[src/hdl/bmt_pkg.sv]
// package for the breakpoint match table: sizes, codes, word types and helpers
`default_nettype none

package bmt_pkg;

  localparam int MAX_BREAKPOINTS = 16;
  localparam int HIT_COUNT_WIDTH = 16;

  localparam int IdxW    = (MAX_BREAKPOINTS > 1) ? $clog2(MAX_BREAKPOINTS) : 1;
  localparam int CmpW    = (IdxW > 4) ? IdxW : 4;
  localparam int HitExtW = (HIT_COUNT_WIDTH > 16) ? HIT_COUNT_WIDTH : 16;

  localparam logic [2:0] KIND_LIMIT = 3'd4;
  localparam logic [4:0] COUNT_MAX  = 5'd31;

  typedef enum logic [1:0] {
    REQ_CHECK = 2'd0,
    REQ_ADD   = 2'd1,
    REQ_CLEAR = 2'd2,
    REQ_READ  = 2'd3
  } req_e;

  typedef struct packed {
    logic [1:0]  req_type;
    logic [2:0]  access_kind;
    logic [19:0] access_address;
    logic [3:0]  entry_select;
  } bmt_req_t;

  typedef struct packed {
    logic        halt_request;
    logic [4:0]  match_count;
    logic        table_full;
    logic        read_valid;
    logic [2:0]  read_kind;
    logic [19:0] read_address;
    logic [15:0] read_hits;
  } bmt_rsp_t;

  // word handed from cell to cell
  typedef struct packed {
    logic        valid;
    req_e        req;
    logic [2:0]  kind;
    logic [19:0] addr;
    logic [3:0]  sel;
    logic [4:0]  count;
    logic        placed;
    logic        rd_valid;
    logic [2:0]  rd_kind;
    logic [19:0] rd_addr;
    logic [15:0] rd_hits;
  } bmt_word_t;

  function automatic logic [15:0] hits_to_read(input logic [HIT_COUNT_WIDTH-1:0] h);
    logic [HitExtW-1:0] ext;
    ext = HitExtW'(h);
    return ext[15:0];
  endfunction

endpackage

`default_nettype wire

[src/hdl/bmt_cell.sv]
// one breakpoint slot of the table, with its stage of the request pipeline
`default_nettype none

module bmt_cell (
  input  wire logic                    clk_i,
  input  wire logic                    rst_ni,
  input  wire logic [bmt_pkg::IdxW-1:0] cell_idx_i,
  input  wire bmt_pkg::bmt_word_t      word_i,
  output      bmt_pkg::bmt_word_t      word_o
);
  import bmt_pkg::*;

  logic                       valid_q, valid_d;
  logic [2:0]                 kind_q, kind_d;
  logic [19:0]                addr_q, addr_d;
  logic [HIT_COUNT_WIDTH-1:0] hits_q, hits_d;
  bmt_word_t                  word_q, word_d;

  logic hit;
  logic take;
  logic sel_hit;

  assign hit     = word_i.valid && (word_i.req == REQ_CHECK) && valid_q &&
                   (kind_q == word_i.kind) && (addr_q == word_i.addr);
  assign take    = word_i.valid && (word_i.req == REQ_ADD) && (word_i.kind <= KIND_LIMIT) &&
                   !word_i.placed && !valid_q;
  assign sel_hit = word_i.valid && (word_i.req == REQ_READ) && valid_q &&
                   (CmpW'(word_i.sel) == CmpW'(cell_idx_i));

  always_comb begin
    valid_d = valid_q;
    kind_d  = kind_q;
    addr_d  = addr_q;
    hits_d  = hits_q;
    word_d  = word_i;
    if (hit) begin
      if (hits_q != '1) begin
        hits_d = hits_q + HIT_COUNT_WIDTH'(1);
      end
      if (word_i.count != COUNT_MAX) begin
        word_d.count = word_i.count + 5'd1;
      end
    end
    if (take) begin
      valid_d       = 1'b1;
      kind_d        = word_i.kind;
      addr_d        = word_i.addr;
      hits_d        = '0;
      word_d.placed = 1'b1;
    end
    if (word_i.valid && (word_i.req == REQ_CLEAR)) begin
      valid_d = 1'b0;
      hits_d  = '0;
    end
    if (sel_hit) begin
      word_d.rd_valid = 1'b1;
      word_d.rd_kind  = kind_q;
      word_d.rd_addr  = addr_q;
      word_d.rd_hits  = hits_to_read(hits_q);
    end
  end

  always_ff @(posedge clk_i or negedge rst_ni) begin
    if (!rst_ni) begin
      valid_q <= 1'b0;
      word_q  <= '0;
    end else begin
      valid_q <= valid_d;
      word_q  <= word_d;
    end
  end

  always_ff @(posedge clk_i) begin
    kind_q <= kind_d;
    addr_q <= addr_d;
    hits_q <= hits_d;
  end

  assign word_o = word_q;

endmodule

`default_nettype wire

[src/hdl/breakpoint_match_table.sv]
// top level of the breakpoint match table: cell chain and result formatting
`default_nettype none

// Breakpoint match table. A request word (access check, add breakpoint, clear
// all, read entry) is taken at every rising edge where start_i is high and
// busy_o is low; busy_o is never raised, so one request per cycle is taken.
// Each request walks a chain of MAX_BREAKPOINTS cells, one cell per cycle, and
// each cell holds one breakpoint slot: it compares and bumps its hit counter,
// claims an add if it is the first free slot, clears itself, or puts its
// contents on the word for a read. Because every cell sees the requests in
// order, a new request may follow directly behind the previous one. The result
// word appears on rsp_o with done_o high for exactly one cycle, once its
// request has passed through the register of every cell in the chain. The
// receiver cannot stall: results must be taken in the cycle they appear.
// Fields that do not belong to the request read zero.
module breakpoint_match_table (
  input  wire logic              clk_i,
  input  wire logic              rst_ni,
  input  wire logic              start_i,
  output      logic              busy_o,
  input  wire bmt_pkg::bmt_req_t req_i,
  output      logic              done_o,
  output      bmt_pkg::bmt_rsp_t rsp_o
);
  import bmt_pkg::*;

  // chain_w[i] enters cell i, chain_w[i+1] leaves it
  bmt_word_t chain_w [MAX_BREAKPOINTS+1];
  bmt_word_t last_w;

  // the pipeline never backs up, so requests are always taken
  assign busy_o = 1'b0;

  // fresh word for the head of the chain
  always_comb begin
    chain_w[0]          = '0;
    chain_w[0].valid    = start_i;
    chain_w[0].req      = req_e'(req_i.req_type);
    chain_w[0].kind     = req_i.access_kind;
    chain_w[0].addr     = req_i.access_address;
    chain_w[0].sel      = req_i.entry_select;
  end

  for (genvar i = 0; i < MAX_BREAKPOINTS; i++) begin : g_cell
    bmt_cell u_cell (
      .clk_i      (clk_i),
      .rst_ni     (rst_ni),
      .cell_idx_i (IdxW'(i)),
      .word_i     (chain_w[i]),
      .word_o     (chain_w[i+1])
    );
  end

  assign last_w = chain_w[MAX_BREAKPOINTS];

  // last cell output is registered, so results come straight off it
  assign done_o = last_w.valid;

  always_comb begin
    rsp_o              = '0;
    rsp_o.match_count  = last_w.count;
    rsp_o.halt_request = (last_w.req == REQ_CHECK) && (last_w.count != 5'd0);
    // an add with a legal kind that no free slot claimed
    rsp_o.table_full   = (last_w.req == REQ_ADD) && (last_w.kind <= KIND_LIMIT) &&
                         !last_w.placed;
    rsp_o.read_valid   = last_w.rd_valid;
    rsp_o.read_kind    = last_w.rd_kind;
    rsp_o.read_address = last_w.rd_addr;
    rsp_o.read_hits    = last_w.rd_hits;
  end

`ifndef ASSERT_OFF
  a_latency_fwd: assert property (@(posedge clk_i) disable iff (!rst_ni)
    (start_i && !busy_o) |-> ##(MAX_BREAKPOINTS) done_o)
    else $error("result missing after chain latency");

  a_latency_back: assert property (@(posedge clk_i) disable iff (!rst_ni)
    done_o |-> $past(start_i && !busy_o, MAX_BREAKPOINTS))
    else $error("result without matching request");

  a_one_kind: assert property (@(posedge clk_i) disable iff (!rst_ni)
    done_o |-> ($countones({rsp_o.halt_request, rsp_o.table_full, rsp_o.read_valid}) <= 1))
    else $error("result mixes fields of different requests");
`endif

endmodule

`default_nettype wire
[config.mk]
export PLATFORM = sky130hd
export DESIGN_NAME = breakpoint_match_table
export DESIGN_NICKNAME = d
export VERILOG_FILES = /design/src/hdl/bmt_pkg.sv /design/src/hdl/bmt_cell.sv /design/src/hdl/breakpoint_match_table.sv
export SDC_FILE = /design/constraint.sdc
export NUM_CORES = 2
export LEC_CHECK = 0
export BUFFER_PORTS_ARGS = -buffer_cell sky130_fd_sc_hd__buf_4
export CAP_MARGIN = 25
export CORE_MARGIN = 1
export CORE_UTILIZATION = 30
export CTS_CLUSTER_SIZE = 24
export DETAILED_ROUTE_END_ITERATION = 10
export PLACE_DENSITY = 0.52
export SETUP_SLACK_MARGIN = 0.5
export SYNTH_ARGS = -nofsm -noshare
export SYNTH_HDL_FRONTEND = slang
export SYNTH_SLANG_ARGS = --single-unit
[constraint.sdc]
create_clock -name clk_i -period 6.44 [get_ports clk_i]
set_clock_uncertainty 0.2 [all_clocks]
set_input_delay 0.966 -clock clk_i [delete_from_list [all_inputs] [get_ports clk_i]]
set_output_delay 0.966 -clock clk_i [all_outputs]
set_load 0.1 [all_outputs]
### Word level (Yosys, flattened, before mapping)

Index checks and enable logic that the tools add are counted.

* $lt $le $gt $ge: 17
* reduce and logical (&&, ||, !) cells: 293
* equality and inequality tests: 127
* multiplexer cells: 95
* $add $sub $neg: 31

Operator list (number)
* 40-bit two-way mux: 16
* 20-bit == test: 16
* 16-bit by 1-bit adder with 16-bit output (second input constant): 16
* 16-bit != test (second input constant): 16
* 1-bit logical AND: 194
* 5-bit two-way mux: 29
* 5-bit by 1-bit adder with 5-bit output (second input constant): 14
* 5-bit != test (second input constant): 14
* 2-bit == test (second input constant): 32
* 3-bit less-or-equal comparator (second input constant): 17
* 1-bit two-way mux: 49
* 3-bit == test: 16
* 2-bit by 1-bit == test with 1-bit output (second input constant): 17
* 2-bit zero test: 17
* 4-bit == test (second input constant): 8
* 1-bit zero test: 32
* 2-bit AND reduction: 16
* 2-bit nonzero test: 16
* 2-bit OR reduction: 16
* 4-bit by 3-bit == test with 1-bit output (second input constant): 4
* 4-bit by 2-bit == test with 1-bit output (second input constant): 2
* 1-bit by 5-bit != test with 1-bit output (second input constant): 1
* 5-bit nonzero test: 1
* 4-bit by 1-bit == test with 1-bit output (second input constant): 1
* other kinds (3): 3

* bits of input ports: 32
* output and inout port bits: 49
* flip-flop bits (word level): 1828
* logic and storage cells: 801

### Longest topological paths before layout

* word-level depth: 7
* mapped depth: 9
* gate-level depth less buffers: 7

### Hierarchy

A second synthesis with hierarchy kept.

* cells, all modules: 4870
* area total of the unflattened synthesis: 69977.1 sq um

Modules (own cells, without submodules)
* bmt_cell at g_cell[0].u_cell ...: sequential area each 2937.8 sq um, instances 13, area an instance 4374.2 sq um, cells each 304
* bmt_cell at g_cell[7].u_cell ...: sequential area each 2937.8 sq um, instances 3, area an instance 4355.4 sq um, cells each 303
* breakpoint_match_table: sequential area each 0.0 sq um, instances 1, area an instance 46.3 sq um, cells each 9

### Worst setup path before layout

Ideal clock, no wire load.

* path kind: register to register
* from: reg g_cell[0].u_cell.word_q, in the netlist g_cell[0].u_cell.word_o[70]
* to: reg g_cell[1].u_cell.hits_q[0]
* setup time: 128 ps
* setup slack: 2508 ps
* data required time: 6112 ps
* period minus slack after synthesis: 3932 ps
* arrival: 3604 ps
* path buffers: 1
* cell stages (with the launch flop): 6
* cell sequence: dfrtp_1 -> o21a_1 -> nor4_1 -> a21o_1 -> buf_1 -> nor2_1

* longest elaborated chain between the ends: 5
* elaborated cells on any way between the ends: 9
* those cells by class: 1 x order compare; 1 x eq/ne; 7 x reduce/logical

Ends and longest elaborated chain
* from (decl): line bmt_cell.sv:17 `bmt_word_t word_q, word_d;`
* from (signal assigned): line bmt_cell.sv:69 `word_q <= word_d;`
* 3-bit less-or-equal comparator: line bmt_cell.sv:25 `assign take = word_i.valid && (word_i.req == REQ_ADD) && (word_i.kind <= KIND_LIMIT) &&`
* 1-bit logical AND (2 in a row): line bmt_cell.sv:25
* 1-bit logical AND: line bmt_cell.sv:26 `!word_i.placed && !valid_q;`
* net g_cell[1].u_cell.take: line bmt_cell.sv:20 `logic take;`
* 2-bit OR reduction (no line)
* to (signal assigned): line bmt_cell.sv:76 `hits_q <= hits_d;`
* to (decl): line bmt_cell.sv:16 `logic [HIT_COUNT_WIDTH-1:0] hits_q, hits_d;`

The timed path passes the listed nets, and every way through them passes these cells.
A chain may end at the register's enable or synchronous reset.

### Worst setup path in the final report

* from: reg g_cell[6].u_cell.word_q, in the netlist g_cell[6].u_cell.word_o[73]
* to: reg g_cell[7].u_cell.hits_q[15]

* longest elaborated chain between the ends: 6
* elaborated cells on any way between the ends: 14
* those cells by class: 2 x eq/ne; 12 x reduce/logical

Ends and longest elaborated chain (line)
* from (decl): bmt_cell.sv:17
* from (signal assigned): bmt_cell.sv:69
* 2-bit by 1-bit == test with 1-bit output or 2-bit zero test (tied branches): bmt_cell.sv:25, bmt_cell.sv:23
* 1-bit logical AND, on equally long branches (3 in a row): bmt_cell.sv:25, bmt_cell.sv:23
* 1-bit logical AND, on equally long branches: bmt_cell.sv:26, bmt_cell.sv:24
* 2-bit OR reduction (no line) or 2-bit AND reduction (tied branches)
* to (signal assigned): bmt_cell.sv:76
* to (decl): bmt_cell.sv:16

Several ways; a longest one is shown, not always the timed one.

==> impl_metrics.tcl <==
set metrics [dict create \
    layout_commonest_cell "dfrtp_1" \
    clockRootBuffer "clkbuf_16" \
    die-area_um2 229000 \
    p_seq_frac 0.532 \
    async_reset_ff_frac 0.658 \
    crit_family "simple AND/OR/NAND/NOR gates" \
    switchingPower_mw 4.97 \
    via_per_inst 4.45 \
    p_leak_nw 32.4 \
    max-vdd-ir-drop_mv 0.221 \
    ys_warn_count 0 \
    htreeDepth 4 \
    port-buffer-count 79 \
    hold_class "in -> async" \
    num-fill-cells 21744 \
    rows 174 \
    rsz0062_at_grt "false" \
    dr.pass1.iters 7 \
    die_width_um 479 \
    crit_path_end_kind "register" \
    synth.distinct_cells 76 \
    crit_chain "and4bb_1, nand4_1, nor4_1, nand3_1, or4_1, a21oi_1" \
    ys_ff_latch 1822 \
    setup_slack_ns 2.91 \
    grt-ovfl-total 0 \
    wl_um 131000 \
    clk_pin_slew_ns 0.06 \
    reg2reg_slack_ns 2.91 \
    final_hold_viol_count 0 \
    worstSetupStartpointType "register" \
    reg2reg_depth 6 \
    cts.sinks 1822 \
    antenna_cells 0 \
    grt_max_degree 191 \
    power.total_mw 23.0 \
    post_cts_resized 0 \
    slew_headroom 0.260 \
    die_y_um 479 \
    final_cell_mix "dfrtp_1 (1198), mux2_2 (609), edfxtp_1 (368)" \
    drt-initial-drc-count 1898 \
    drc_errors 0 \
    vias 36029 \
    syn_area_um2 68100 \
    synthFlopType "dfrtp_1" \
    setup_viol 0 \
    layout-drive-gt1-share 0.220 \
    ios 81 \
    fin_crit_sh 0.548 \
    globalplace.congestion 0.871 \
    utilization 0.347 \
    yosysSeqAreaShare 0.677 \
    cp_slowest_stage_delay_ns 0.77 \
    clk-insertion-delay-late_ns 0.79 \
    grt_first_pass_wirelength_um 214000 \
    synth_nets 4864 \
    start_util 0.302 \
    power_density_nw_per_um2 295 \
    drv_slew 0 \
    post-cts-setup-buffers 0 \
    crit_slowest_cell "nand3_1" \
    grt_antenna_before_repair 0 \
    fin_cells 8089 \
    post-place-cells 7766 \
    wl_per_cell_um 16.2 \
    rr_endpoint "g_cell[7].u_cell.hits_q[15]$_SDFFE_PP0P_" \
    final_nets 5011 \
    syn_inst 4801 \
    clock_path_buffers 3 \
    critPathArrivalTime_ns 4.04 \
    grt_pass1_vias 38026 \
    postRouteAntennaNets 0 \
    design.core.area_um2 225000 \
    r2r-start "g_cell[6].u_cell.word_o[73]$_DFF_PN0_" \
    tightest_slew_ns 1.10 \
    fmax_mhz 284 \
    tns_ns 0 \
    dp_slack_ns 2.87 \
    swShare 0.216 \
    p_clk_frac 0.440 \
    syn_area_per_cell_um2 14.2 \
    dp_hpwl_um 92400 \
    internal-power_mw 18.1 \
    path_class "reg -> reg" \
    worst-path-buf-inv 0 \
    cts_inserted_buffers 171 \
    ctsHoldBuffers 0 \
    grt_usage 0.115 \
    required_ns 6.96 \
    synth_edf_count 368 \
    comb_power_share 0.029 \
    cts_tree "built" \
    status "completed" \
    period_needed_ns 3.53 \
    syn_to_final_growth_pct 14.6 \
    crit_fanout 24 \
    maxCapViolations 0 \
]
[how the worst max path moves through the flow]
| stage | end | cells after the start | startpoint |
|---|---|---|---|
| finish | g_cell[7].u_cell.hits_q[15]$_SDFFE_PP0P_ | 6 | g_cell[6].u_cell.word_o[73]$_DFF_PN0_ |
| global route | g_cell[15].u_cell.hits_q[14]$_SDFFE_PP0P_ | 6 | g_cell[15].u_cell.addr_q[6]$_DFFE_PP_ |
| CTS | g_cell[15].u_cell.hits_q[14]$_SDFFE_PP0P_ | 6 | g_cell[15].u_cell.addr_q[6]$_DFFE_PP_ |
| detailed placement | g_cell[15].u_cell.hits_q[14]$_SDFFE_PP0P_ | 6 | g_cell[15].u_cell.addr_q[6]$_DFFE_PP_ |
| global placement | g_cell[3].u_cell.hits_q[3]$_SDFFE_PP0P_ | 6 | g_cell[2].u_cell.word_o[70]$_DFF_PN0_ |
| floorplan | g_cell[1].u_cell.hits_q[0]$_SDFFE_PP0P_ | 5 | g_cell[0].u_cell.word_o[70]$_DFF_PN0_ |
[routing by layer]
metal / track usage / vias up / wire length (µm)
li1: - / 17560 / -
met1: 0.145 / 17662 / 58600
met2: 0.196 / 557 / 64500
met3: 0.0196 / 250 / 3940
met4: 0.0462 / 0 / 4430
met5: 0 / - / 0
[cells by family after synthesis]
group,synth area share
AOI/OAI and AO/OA,0.0395
other,0.0000550
xor gates and xnor gates,0.0536
adders and majority gates,0.00569
DFF,0.677
buffers and inverters,0.0150
muxes,0.105
and+or+nand+nor,0.104
[cell type report]
type | instances | area, µm² | share of cell area
clock buffers | 259 | 5020 | 0.0643
clock inverters | 63 | 671 | 0.00859
inverters | 38 | 143 | 0.00183
multi-input cells | 2767 | 21100 | 0.270
flip-flops and latches | 1822 | 46200 | 0.591
well taps | 2992 | 3740 | 0.0479
repair buffers | 148 | 1260 | 0.0161
[flip-flops by register name, summed over array words and instances, names as in the netlist]
signal                 cells
g_cell.u_cell.kind_q      48
g_cell.u_cell.hits_q     256
g_cell.u_cell.word_o    1182
g_cell.u_cell.addr_q     320
g_cell.u_cell.valid_q     16
[synth_stat cells (all sizes together) (6+ instances only)]
cell	number	share of area
or4	69	0.0077
and4bb	6	0.0011
or4b	6	0.00088
xor2	182	0.023
a41o	10	0.0015
and3	57	0.0052
nand4	167	0.015
xnor2	235	0.030
nor4	76	0.0081
nand4bb	18	0.0030
nand2	233	0.013
o22a	6	0.00077
edfxtp	368	0.16
o21ba	8	0.0012
ha	31	0.0057
clkbuf	96	0.0054
or3	118	0.011
and4	22	0.0028
inv	38	0.0021
or2	36	0.0033
buf	78	0.0075
and2	57	0.0053
o21ai	134	0.0098
dfxtp	256	0.075
nand2b	20	0.0018
nor4bb	8	0.0012
mux2	609	0.10
o211ai	34	0.0037
a21oi	155	0.011
o21a	13	0.0014
dfrtp	1198	0.44
o21bai	10	0.0011
o31ai	37	0.0041
nand3	118	0.0090
nor4b	7	0.00090
nand4b	13	0.0017
mux2i	31	0.0046
nor2	146	0.0080
nor3	45	0.0034
[power by group through the flow]
stage,combinational [mW],clock (mW),sequential [mW]
4_1_cts,0.687,10.5,12.3
6_report,0.659,10.1,12.3
3_5_place_dp,0.685,0,12.5
5_1_grt,0.739,10.9,12.3
3_3_place_gp,0.673,0,12.5
2_1_floorplan,0.354,0,12.4
[stage by stage]
stage	hold WS [ns]	instance area, µm²
after floorplan	0.145	68100
after global placement	0.155	72300
after detailed placement	0.158	72400
after CTS	0.0119	78100
after global routing	0.0415	78100
final	0.0750	78100
[worst reg2reg max path, delay by kind of cell (launching register included)]
| kind | cells | cell delay, ns |
|---|---|---|
| flops | 1 | 0.45 |
| simple gates | 5 | 2.65 |
| compound gates | 1 | 0.17 |
(Power assumes the default switching activity.)
